### config.mk
export PLATFORM = sky130hd
export DESIGN_NAME = positional_key_list_flat
export DESIGN_NICKNAME = d
export VERILOG_FILES = /design/src/hw/rtl/pkl_pkg.sv /design/src/hw/rtl/pkl_req_if.sv /design/src/hw/rtl/pkl_rsp_if.sv /design/src/hw/rtl/positional_key_list.sv /design/src/flat_wrapper.sv
export SDC_FILE = /design/constraint.sdc
export NUM_CORES = 2
export LEC_CHECK = 0
export BUFFER_PORTS_ARGS = -buffer_cell sky130_fd_sc_hd__clkbuf_2
export CAP_MARGIN = 20
export CORE_MARGIN = 2
export CORE_UTILIZATION = 35
export DETAILED_ROUTE_END_ITERATION = 7
export PLACE_DENSITY = 0.55
export SYNTH_ARGS = -nofsm -noshare
export SYNTH_HDL_FRONTEND = slang
export SYNTH_SLANG_ARGS = --single-unit
export TNS_END_PERCENT = 1
### constraint.sdc
create_clock -name clk -period 14.8 [get_ports clk]
set_input_delay 2.22 -clock clk [delete_from_list [all_inputs] [get_ports clk]]
set_output_delay 2.22 -clock clk [all_outputs]
set_load 0.02 [all_outputs]
### src/hw/rtl/pkl_pkg.sv
package pkl_pkg;

  // request codes
  localparam logic [2:0] REQ_INSERT      = 3'd0;
  localparam logic [2:0] REQ_APPEND      = 3'd1;
  localparam logic [2:0] REQ_REMOVE      = 3'd2;
  localparam logic [2:0] REQ_REMOVE_LAST = 3'd3;
  localparam logic [2:0] REQ_READ        = 3'd4;
  localparam logic [2:0] REQ_FIND        = 3'd5;

  // status codes
  localparam logic [2:0] ST_OK      = 3'd0;
  localparam logic [2:0] ST_RANGE   = 3'd1;
  localparam logic [2:0] ST_EMPTY   = 3'd2;
  localparam logic [2:0] ST_FULL    = 3'd3;
  localparam logic [2:0] ST_MISSING = 3'd4;

  typedef enum logic [2:0] {
    S_IDLE,
    S_UP,
    S_PUT,
    S_KEY,
    S_DN,
    S_SCAN,
    S_EMIT
  } state_t;

endpackage

### src/hw/rtl/pkl_req_if.sv
interface pkl_req_if;
  logic               valid;
  logic               ready;
  logic [2:0]         req_type;
  logic [6:0]         position;
  logic signed [31:0] key_in;

  modport source (output valid, req_type, position, key_in, input ready);
  modport sink   (input valid, req_type, position, key_in, output ready);
endinterface

### src/hw/rtl/pkl_rsp_if.sv
interface pkl_rsp_if;
  logic               valid;
  logic               ready;
  logic [2:0]         status;
  logic signed [31:0] key_out;
  logic [5:0]         found_position;
  logic [6:0]         entry_count;

  modport source (output valid, status, key_out, found_position, entry_count, input ready);
  modport sink   (input valid, status, key_out, found_position, entry_count, output ready);
endinterface

### src/hw/rtl/positional_key_list.sv
// channel  dir  fields
// req      in   req_type, position, key_in
// rsp      out  status, key_out, found_position, entry_count
//
// one request at a time; req.ready is high only while the sequencer is idle
// refusals go straight to emit; append and insert at the end write in idle; read
// waits on the key ram read; remove shifts the entries behind the position down;
// insert shifts the entries from the position up; find scans from slot 0 to a hit
// reset clears the count and control only; the key ram needs no clearing
// a result waits in the output register while rsp.ready is low
module positional_key_list #(
  parameter int CAPACITY = 64,
  parameter int KEY_BITS = 32
) (
  input  logic     clk,
  input  logic     rst,
  pkl_req_if.sink   req,
  pkl_rsp_if.source rsp
);
  import pkl_pkg::*;

  localparam int IW = $clog2(CAPACITY);
  localparam int CW = $clog2(CAPACITY + 1);
  localparam int PW = (CW > 7) ? CW : 7;
  localparam int EW = (KEY_BITS > 32) ? KEY_BITS : 32;

  state_t state, state_next;
  logic [CW-1:0] count, count_next;
  logic [IW-1:0] idx, idx_next;
  logic [IW-1:0] p, p_next;
  logic [2:0] op, op_next;
  logic [KEY_BITS-1:0] key_q, key_q_next;
  logic [2:0] res_status, res_status_next;
  logic [KEY_BITS-1:0] res_key, res_key_next;
  logic [IW-1:0] res_pos, res_pos_next;

  logic [KEY_BITS-1:0] mem [CAPACITY];
  logic we, re;
  logic [IW-1:0] waddr, raddr;
  logic [KEY_BITS-1:0] wdata, rdata;

  logic load;
  logic out_valid;
  logic [2:0] out_status;
  logic signed [31:0] out_key;
  logic [5:0] out_fpos;
  logic [6:0] out_count;

  logic signed [EW-1:0] key_ext;
  logic signed [EW-1:0] res_key_ext;
  logic [KEY_BITS-1:0] key_w;
  logic [PW-1:0] pos_ext, cnt_ext;
  logic full, empty;

  assign key_ext     = EW'(req.key_in);
  assign key_w       = key_ext[KEY_BITS-1:0];
  assign res_key_ext = EW'(signed'(res_key));
  assign pos_ext     = PW'(req.position);
  assign cnt_ext     = PW'(count);
  assign full        = (count == CW'(CAPACITY));
  assign empty       = (count == '0);

  assign req.ready = (state == S_IDLE);

  always_ff @(posedge clk) begin
    if (we) begin
      mem[waddr] <= wdata;
    end
    if (re) begin
      rdata <= mem[raddr];
    end
  end

  always_ff @(posedge clk) begin
    if (rst) begin
      state <= S_IDLE;
      count <= '0;
    end else begin
      state <= state_next;
      count <= count_next;
    end
    idx        <= idx_next;
    p          <= p_next;
    op         <= op_next;
    key_q      <= key_q_next;
    res_status <= res_status_next;
    res_key    <= res_key_next;
    res_pos    <= res_pos_next;
  end

  always_comb begin
    state_next      = state;
    count_next      = count;
    idx_next        = idx;
    p_next          = p;
    op_next         = op;
    key_q_next      = key_q;
    res_status_next = res_status;
    res_key_next    = res_key;
    res_pos_next    = res_pos;
    we              = 1'b0;
    waddr           = idx;
    wdata           = rdata;
    re              = 1'b0;
    raddr           = idx;
    load            = 1'b0;

    unique case (state)
      S_IDLE: begin
        if (req.valid) begin
          res_status_next = ST_OK;
          res_key_next    = '0;
          res_pos_next    = '0;
          key_q_next      = key_w;
          op_next         = req.req_type;
          p_next          = IW'(req.position);
          state_next      = S_EMIT;
          unique case (req.req_type)
            REQ_INSERT: begin
              if (pos_ext > cnt_ext) begin
                res_status_next = ST_RANGE;
              end else if (full) begin
                res_status_next = ST_FULL;
              end else if (pos_ext == cnt_ext) begin
                we         = 1'b1;
                waddr      = count[IW-1:0];
                wdata      = key_w;
                count_next = count + CW'(1);
              end else begin
                re         = 1'b1;
                raddr      = IW'(count - CW'(1));
                idx_next   = IW'(count - CW'(1));
                state_next = S_UP;
              end
            end
            REQ_APPEND: begin
              if (full) begin
                res_status_next = ST_FULL;
              end else begin
                we         = 1'b1;
                waddr      = count[IW-1:0];
                wdata      = key_w;
                count_next = count + CW'(1);
              end
            end
            REQ_REMOVE, REQ_READ: begin
              if (empty) begin
                res_status_next = ST_EMPTY;
              end else if (pos_ext >= cnt_ext) begin
                res_status_next = ST_RANGE;
              end else begin
                re         = 1'b1;
                raddr      = IW'(req.position);
                state_next = S_KEY;
              end
            end
            REQ_REMOVE_LAST: begin
              if (empty) begin
                res_status_next = ST_EMPTY;
              end else begin
                p_next     = IW'(count - CW'(1));
                re         = 1'b1;
                raddr      = IW'(count - CW'(1));
                state_next = S_KEY;
              end
            end
            REQ_FIND: begin
              if (empty) begin
                res_status_next = ST_MISSING;
              end else begin
                re         = 1'b1;
                raddr      = '0;
                idx_next   = '0;
                state_next = S_SCAN;
              end
            end
            default: begin
            end
          endcase
        end
      end
      // move one key up a slot per cycle, from the back toward the position
      S_UP: begin
        we    = 1'b1;
        waddr = idx + IW'(1);
        wdata = rdata;
        if (idx == p) begin
          state_next = S_PUT;
        end else begin
          re       = 1'b1;
          raddr    = idx - IW'(1);
          idx_next = idx - IW'(1);
        end
      end
      S_PUT: begin
        we         = 1'b1;
        waddr      = p;
        wdata      = key_q;
        count_next = count + CW'(1);
        state_next = S_EMIT;
      end
      S_KEY: begin
        res_key_next = rdata;
        if (op == REQ_READ) begin
          state_next = S_EMIT;
        end else if (CW'(p) + CW'(1) < count) begin
          re         = 1'b1;
          raddr      = p + IW'(1);
          idx_next   = p + IW'(1);
          state_next = S_DN;
        end else begin
          count_next = count - CW'(1);
          state_next = S_EMIT;
        end
      end
      // close the gap: one key down a slot per cycle
      S_DN: begin
        we    = 1'b1;
        waddr = idx - IW'(1);
        wdata = rdata;
        if (CW'(idx) + CW'(1) < count) begin
          re       = 1'b1;
          raddr    = idx + IW'(1);
          idx_next = idx + IW'(1);
        end else begin
          count_next = count - CW'(1);
          state_next = S_EMIT;
        end
      end
      S_SCAN: begin
        if (rdata == key_q) begin
          res_pos_next = idx;
          state_next   = S_EMIT;
        end else if (CW'(idx) + CW'(1) < count) begin
          re       = 1'b1;
          raddr    = idx + IW'(1);
          idx_next = idx + IW'(1);
        end else begin
          res_status_next = ST_MISSING;
          state_next      = S_EMIT;
        end
      end
      S_EMIT: begin
        if (!out_valid || rsp.ready) begin
          load       = 1'b1;
          state_next = S_IDLE;
        end
      end
      default: begin
        state_next = S_IDLE;
      end
    endcase
  end

  always_ff @(posedge clk) begin
    if (rst) begin
      out_valid <= 1'b0;
    end else if (load) begin
      out_valid <= 1'b1;
    end else if (rsp.ready) begin
      out_valid <= 1'b0;
    end
    if (load) begin
      out_status <= res_status;
      out_key    <= res_key_ext[31:0];
      out_fpos   <= 6'(res_pos);
      out_count  <= 7'(count);
    end
  end

  assign rsp.valid          = out_valid;
  assign rsp.status         = out_status;
  assign rsp.key_out        = out_key;
  assign rsp.found_position = out_fpos;
  assign rsp.entry_count    = out_count;

  a_count_bound: assert property (@(posedge clk) disable iff (rst)
    count <= CW'(CAPACITY))
    else $error("entry count above capacity");

  a_count_step: assert property (@(posedge clk) disable iff (rst)
    !$stable(count) |-> (count == $past(count) + CW'(1)) ||
                        (count == $past(count) - CW'(1)))
    else $error("entry count moved by more than one");

  a_shift_in_range: assert property (@(posedge clk) disable iff (rst)
    (state == S_UP) |-> (CW'(idx) < count) && (idx >= p))
    else $error("shift index outside the held keys");

  a_two_cycles: assert property (@(posedge clk) disable iff (rst)
    req.valid && req.ready |=> !req.ready)
    else $error("request accepted on back-to-back cycles");

  a_miss_clean: assert property (@(posedge clk) disable iff (rst)
    rsp.valid && (rsp.status == ST_MISSING) |->
      (rsp.found_position == '0) && (rsp.key_out == '0))
    else $error("miss result carries a key or a position");

endmodule
### src/flat_wrapper.sv
// flat-port wrapper written by rule: the top's interface ports become plain ports
module positional_key_list_flat import pkl_pkg::*;
#(
  parameter int CAPACITY = 64,
  parameter int KEY_BITS = 32
)
  (clk, rst, req_valid, req_req_type, req_position, req_key_in, req_ready, rsp_valid, rsp_status, rsp_key_out, rsp_found_position, rsp_entry_count, rsp_ready);
  pkl_req_if req_i ();
  pkl_rsp_if rsp_i ();
  input  logic clk;
  input  logic rst;
  input wire logic [$bits(req_i.valid)-1:0] req_valid;
  input wire logic [$bits(req_i.req_type)-1:0] req_req_type;
  input wire logic [$bits(req_i.position)-1:0] req_position;
  input wire logic [$bits(req_i.key_in)-1:0] req_key_in;
  output wire logic [$bits(req_i.ready)-1:0] req_ready;
  output wire logic [$bits(rsp_i.valid)-1:0] rsp_valid;
  output wire logic [$bits(rsp_i.status)-1:0] rsp_status;
  output wire logic [$bits(rsp_i.key_out)-1:0] rsp_key_out;
  output wire logic [$bits(rsp_i.found_position)-1:0] rsp_found_position;
  output wire logic [$bits(rsp_i.entry_count)-1:0] rsp_entry_count;
  input wire logic [$bits(rsp_i.ready)-1:0] rsp_ready;
  assign req_i.valid = req_valid;
  assign req_i.req_type = req_req_type;
  assign req_i.position = req_position;
  assign req_i.key_in = req_key_in;
  assign req_ready = req_i.ready;
  assign rsp_valid = rsp_i.valid;
  assign rsp_status = rsp_i.status;
  assign rsp_key_out = rsp_i.key_out;
  assign rsp_found_position = rsp_i.found_position;
  assign rsp_entry_count = rsp_i.entry_count;
  assign rsp_i.ready = rsp_ready;
  positional_key_list #(.CAPACITY(CAPACITY), .KEY_BITS(KEY_BITS)) u_core (.clk(clk), .rst(rst), .req(req_i), .rsp(rsp_i));
endmodule
Word level (Yosys, flattened, before mapping)
Memories as Yosys holds them, arrays and structs flattened. A register that Yosys moved wholly into a read port is not among the register bits.
Index checks and enable logic that the tools add are counted.
{ "word_totals": {"n_memories": 1, "mem_bits_rw": 2048, "ff_bits": 147, "out_inout_bits": 50, "wordCells": 180} }
{ "mem_list": {"columns": ["memory", "depth", "word_bits", "rd", "rd_ports_with_merged_regs", "wr", "line", "source"], "rows": [
  ["u_core.mem", 64, 32, 1, 1, 1, "positional_key_list.sv:37", "logic [KEY_BITS-1:0] mem [CAPACITY];"]
]} }
{ "op_classes": {"mux": 103, "magnitude_cmp": 4, "addsub": 7, "reduce_logical": 20, "n_eq_ne": 31} }
{ "op_table": {"columns": ["cell", "count"], "rows": [
  ["two-way mux 32 bit", 6],
  ["case mux 32 bit (2 select lines)", 3],
  ["two-way mux 6 bit", 23],
  ["case mux 6 bit (5 select lines)", 2],
  ["two-way mux 7 bit", 8],
  ["two-way mux 3 bit", 18],
  ["case mux 6 bit (4 select lines)", 2],
  ["case mux 6 bit (2 select lines)", 3],
  ["equality test 32 bit", 1],
  ["case mux 7 bit (4 select lines)", 1],
  ["two-way mux 1 bit", 24],
  ["case mux 3 bit (7 select lines)", 1],
  ["equality test 3 bit, second input constant", 6],
  ["case mux 3 bit (5 select lines)", 1],
  ["adder 6 x 1 -> 7 bit, second input constant", 2],
  ["< comparator 7 bit", 2],
  ["case mux 7 bit (2 select lines)", 1],
  ["adder 6 x 1 -> 6 bit, second input constant", 2],
  ["equality test 3 x 2 -> 1 bit, second input constant", 4],
  ["inequality test 2 bit, second input constant", 6],
  ["case mux 3 bit (4 select lines)", 1],
  ["AND reduction 10 bit", 1],
  ["inequality test 3 bit, second input constant", 3],
  ["AND reduction 3 bit", 3],
  ["other kinds (28)", 41]
]} }

Logic depth before layout (Yosys ltp)
{ "depth": {"word_depth": 9, "mapped_depth": 22, "ltp_nobuf": 17} }

Least setup slack after synthesis
No wires, ideal clock.
{ "synth_timing": {"kind": "input-to-reg", "from": "input req_req_type[2]", "to": "memory u_core.mem[0][10] (data pin)", "setup_slack_ps": 7691, "path_stages": 10, "n_path_buf": 3, "arrival_time_ps": 6407, "t_required_ps": 14098, "setup_ps": 702, "cell_sequence": "clkbuf_1 -> buf_2 -> nor2_1 -> nand2_1 -> nor2_1 -> nand2_1 -> nor2_1 -> clkbuf_1 -> a22oi_1 -> o21ai_0"} }
{ "synth_between": {"elab_chain_len": 4, "word_cells_on_any_way": 5, "classes_between": "eq/ne (1); mux (3); reduce/logical (1)"} }
{ "synth_lines": {"columns": ["item", "line", "source"], "rows": [
  ["from (decl)", "flat_wrapper.sv:13", "input wire logic [$bits(req_i.req_type)-1:0] req_req_type;"],
  ["equality test 3 x 1 -> 1 bit or zero test 3 bit (tied branches)", "positional_key_list.sv:118", "unique case (req.req_type)"],
  ["case mux 32 bit (2 select lines) *", "positional_key_list.sv:118", null],
  ["two-way mux 32 bit *", "positional_key_list.sv:110", "if (req.valid) begin"],
  ["case mux 32 bit (2 select lines) *", "positional_key_list.sv:108", "unique case (state)"],
  ["via u_core.wdata[10]", "positional_key_list.sv:40", "logic [KEY_BITS-1:0] wdata, rdata;"],
  ["to (decl)", "positional_key_list.sv:37", null]
]} }
The timed path passes the listed nets; every way through them passes the cells marked *.

Worst setup path in the final report
{ "layout_timing": {"from": "register u_core.idx[0]", "to": "register u_core.rdata[28], read port of u_core.mem (data pin)"} }
{ "layout_between": {"elab_chain_len": 6, "word_cells_on_any_way": 24, "classes_between": "add/sub (3); order compare (1); eq/ne (1); mux (19)"} }
{ "layout_lines": {"columns": ["item", "line", "source"], "rows": [
  ["from (decl)", "positional_key_list.sv:29", "logic [IW-1:0] idx, idx_next;"],
  ["from (signal assigned)", "positional_key_list.sv:82", "idx <= idx_next;"],
  ["parallel branches: the longest is 6 deep, another holds adder 6 x 1 -> 7 bit", null, null],
  ["to (decl)", "positional_key_list.sv:40", null]
]} }
Several ways; the timed one is not identified.
A chain may end at the register's enable or synchronous reset.

==> metrics.txt <==
# TYPE chip_impl_metric gauge
chip_impl_info{name="run_status",value="completed"} 1
chip_impl_info{name="crit_path_end_kind",value="flop"} 1
chip_impl_metric{name="postCtsHoldBufs",unit=""} 0
chip_impl_metric{name="timing.final.max_slew_violations",unit=""} 0
chip_impl_metric{name="crit_path_max_fanout",unit=""} 119
chip_impl_info{name="cp_top_family",value="compound AO/OA/AOI/OAI gates"} 1
chip_impl_metric{name="route.detailed.vias_per_inst",unit=""} 5.71
chip_impl_metric{name="detailedRoute.firstIterationViolations",unit=""} 7880
chip_impl_metric{name="setup_viol",unit=""} 0
chip_impl_metric{name="clock_skew",unit="ps"} 62.5
chip_impl_metric{name="routabilityCongestion",unit=""} 0.875
chip_impl_metric{name="post_synth.cell_area_avg",unit="sq um"} 15.0
chip_impl_info{name="crit_slowest_cell",value="buf_4"} 1
chip_impl_metric{name="htreeDepth",unit=""} 4
chip_impl_metric{name="grt_start_max_net_pins",unit=""} 168
chip_impl_metric{name="fillers",unit=""} 23486
chip_impl_info{name="timing.hold.worst.start",value="u_core.res_status[1]"} 1
chip_impl_metric{name="post_cts_buffers",unit=""} 0
chip_impl_metric{name="multi_input_comb_area",unit="sq um"} 21500
chip_impl_metric{name="postSynthNetCount",unit=""} 6069
chip_impl_metric{name="hold_viol_final",unit=""} 0
chip_impl_info{name="synthDominantAreaCellType",value="edfxtp_1"} 1
chip_impl_metric{name="hpwlAfterDp",unit="um"} 156000
chip_impl_metric{name="syn2layout_area_growth",unit="%"} 13.7
chip_impl_metric{name="clk-insertion-delay-late",unit="ps"} 890
chip_impl_metric{name="postSynthRegisterBits",unit=""} 2227
chip_impl_metric{name="drv_cap",unit=""} 0
chip_impl_info{name="cpMostUsedCell",value="ha_1"} 1
chip_impl_metric{name="syn-cell-area",unit="sq um"} 90200
chip_impl_metric{name="clock_sink_count",unit=""} 2227
chip_impl_metric{name="grt_usage",unit="%"} 21.1
chip_impl_metric{name="stdcell_count",unit=""} 9665
chip_impl_metric{name="hold-path-cell-count",unit=""} 0
chip_impl_info{name="rr_endpoint",value="u_core.rdata[28]"} 1
chip_impl_metric{name="detail_route.wl_per_cell",unit="um"} 29.4
chip_impl_metric{name="die_w",unit="um"} 512
chip_impl_metric{name="synth-edff-count",unit=""} 2216
chip_impl_info{name="clock_tree_from_tritoncts",value="done"} 1
chip_impl_metric{name="timing_worst_slew_pin_value",unit="ps"} 1120
chip_impl_info{name="clock-root-buffer",value="clkbuf_16"} 1
chip_impl_metric{name="post-route-period-util",unit="%"} 55.2
chip_impl_metric{name="finalWorstPathRequiredPeriod",unit="ps"} 8170
chip_impl_metric{name="worst_setup_hold_path_clk_slew",unit="ps"} 60
chip_impl_metric{name="floorplan.initialDensity",unit="%"} 35.2
chip_impl_info{name="synth.area.top_cells",value="edfxtp_1 (74%), mux2i_1 (5.8%), nand2_1 (2.4%)"} 1
chip_impl_metric{name="die_area",unit="sq um"} 262000
chip_impl_metric{name="grt_pass1_wl",unit="um"} 398000
chip_impl_metric{name="area_of_all_sequential_standard_cells",unit="sq um"} 66800
chip_impl_metric{name="die_height",unit="um"} 512
chip_impl_metric{name="placementRows",unit=""} 186
chip_impl_metric{name="vias_in_the_first_global_route",unit=""} 52063
chip_impl_metric{name="total_number_of_yosys_warnings",unit=""} 0
chip_impl_metric{name="num_io_pins",unit=""} 96
chip_impl_info{name="grt_setup_unrepaired",value="false"} 1
chip_impl_metric{name="yosysTopAreaCellShare",unit="%"} 73.8
chip_impl_info{name="hold_path_class",value="flop to flop"} 1
chip_impl_metric{name="core_area",unit="sq um"} 256000
chip_impl_metric{name="synth.distinct_cells",unit=""} 80
chip_impl_metric{name="cts_repair_resize_count",unit=""} 0
chip_impl_info{name="critical_path_class",value="flop to flop"} 1
chip_impl_metric{name="worstPathArrival",unit="ps"} 8760
chip_impl_metric{name="ff2ff_path_depth",unit=""} 17
chip_impl_metric{name="fin_tns_setup",unit="ps"} 0
chip_impl_metric{name="drc_violation_count_after_routing",unit=""} 0
chip_impl_info{name="critical_path.cell_chain",value="inv_1, ha_1, ha_1, a21bo_2, a2111oi_2, nor3_1, o21ai_0, and3_1, o22a_1, a21o_4, buf_12, buf_4, mux2i_1, o22ai_1, a2bb2oi_1, o221ai_1, o31ai_1"} 1
chip_impl_metric{name="clockBufferDepth",unit=""} 3
chip_impl_metric{name="wirelength",unit="um"} 284000
chip_impl_metric{name="r2r_slack",unit="ps"} 6630
chip_impl_metric{name="place_inst",unit=""} 9254
chip_impl_metric{name="max_stage_delay",unit="ps"} 950
chip_impl_metric{name="antenna_found_initial",unit=""} 19
chip_impl_metric{name="port_buffers",unit=""} 95
chip_impl_metric{name="synth_seq_area_share",unit="%"} 74.0
chip_impl_metric{name="fmaxAchievable",unit="GHz"} 0.122
chip_impl_metric{name="cp.required",unit="ps"} 15390
chip_impl_info{name="hold_path_end",value="u_core.rsp.status[1]"} 1
chip_impl_metric{name="drive_above_1_share",unit="%"} 11.6
chip_impl_info{name="synth-main-ff-cell",value="edfxtp_1"} 1
chip_impl_info{name="worst_setup_path_start_kind",value="flop"} 1
chip_impl_metric{name="drt.antenna.violating_nets",unit=""} 0
chip_impl_metric{name="cp.buffers_inverters",unit=""} 3
chip_impl_metric{name="drt_first_pass_iters",unit=""} 6
chip_impl_metric{name="final_nets",unit=""} 6170
chip_impl_metric{name="relSlewSlack",unit="%"} 25.2
chip_impl_metric{name="detailroute.via_count",unit=""} 55187
chip_impl_metric{name="global_route_total_overflow",unit=""} 0
chip_impl_metric{name="netlist_instances",unit=""} 5999
chip_impl_info{name="rr_startpoint",value="u_core.idx[0]"} 1
chip_impl_metric{name="synth_async_sr_flop_share",unit="%"} 0
chip_impl_metric{name="cts_made_buffers",unit=""} 226
[layer usage]
layer / global-route usage (%) / part of all wire [%] / up-vias
li1: - / - / 23562
met1: 30.0 / 43 / 28552
met2: 32.9 / 45 / 2652
met3: 3.53 / 8.9 / 411
met4: 6.65 / 3.1 / 10
met5: 0 / 0.024 / -
[placed cells by master (no fill, tap or decap), types with 95 or more instances in the layout]
cell,netlist,layout
o21ai_0,319,286
clkbuf_16,0,227
clkbuf_2,0,95
inv_1,271,271
a21oi_1,101,97
buf_4,46,174
o2111ai_1,124,124
mux2i_1,527,527
o211ai_1,131,131
edfxtp_1,2216,2216
nand3_1,265,265
o22ai_1,192,191
nand2_1,584,581
[Yosys cell counts, types with 14 or more instances]
master,count
a21oi_1,101
a22oi_1,72
a2bb2oi_1,63
a41o_1,62
and2_1,40
and3_1,16
buf_1,15
buf_2,69
buf_4,46
buf_6,21
clkbuf_1,255
edfxtp_1,2216
ha_1,24
inv_1,271
mux2i_1,527
nand2_1,584
nand2b_1,14
nand3_1,265
nand4_1,67
nor2_1,142
o2111ai_1,124
o211ai_1,131
o21ai_0,319
o221ai_1,94
o22ai_1,192
o31ai_1,35
xnor2_1,19
xor2_1,44
[sequential cells by signal, indices dropped and copies added (netlist names), 7 cells and up]
signal and flops:
u_core.rdata 32, u_core.cnt_ext 7, u_core.rsp.entry_count 7, u_core.key_q 32
u_core.rsp.key_out 32, u_core.res_key 32, u_core.mem 2048
[area by class of cell]
cell class / instances / area share (%)
Tap cell: 3384 / 4.13
Antenna cell: 4 / 0.00976
Clock inverter: 131 / 1.12
Inverter: 272 / 0.996
Clock buffer: 274 / 5.71
Multi-Input combinational cell: 3094 / 21.0
Sequential cell: 2227 / 65.1
Timing Repair Buffer: 279 / 1.93
[cells by family (layout without fill, tap and decap cells)]
kind of cell	after synthesis	after routing	synth area share [%]
DFF	2227	2227	74.0
AOI/OAI and AO/OA	1274	1274	9.83
and+or+nand+nor	1198	1198	5.95
buffers and inverters	678	956	3.28
muxes	535	535	5.95
xor gates and xnor gates	63	63	0.612
adders and majority gates	24	24	0.333
other	0	4	0
[per-stage QoR]
step / setup slack [ps] / utilization (%) / hold WS [ps] / area, sq um
floorplan: 7690 / - / 400 / 90200
global placement: 5550 / 37.2 / 408 / 95400
detailed placement: 5920 / 37.2 / 405 / 95400
CTS: 6630 / 39.9 / 419 / 102000
global route: 6330 / 40.0 / 422 / 103000
finish: 6630 / 40.0 / 411 / 103000
[worst register-to-register path: cells and delay by family, from the launching register on]
kind            cells  cell delay, ps
compound gates      9            3500
simple gates        2             420
flops               1             760
fa+ha+maj           2             780
mux                 1             400
buf+inv             3            2050
[worst max path at each step]
stage                    start           endpoint  slack (ps)  depth (start not counted)
2_1_floorplan  req_req_type[2]  u_core.mem[0][10]        7690                         10
3_3_place_gp   req_position[0]    u_core.rdata[8]        5550                         17
3_5_place_dp   req_position[0]    u_core.rdata[1]        5920                         17
4_1_cts          u_core.idx[0]   u_core.rdata[28]        6630                         17
5_1_grt          u_core.idx[0]   u_core.rdata[28]        6330                         17
6_report         u_core.idx[0]   u_core.rdata[28]        6630                         17
Power is not shown: default switching activity piles up to over one toggle a cycle in this logic, so the estimate is an artifact.
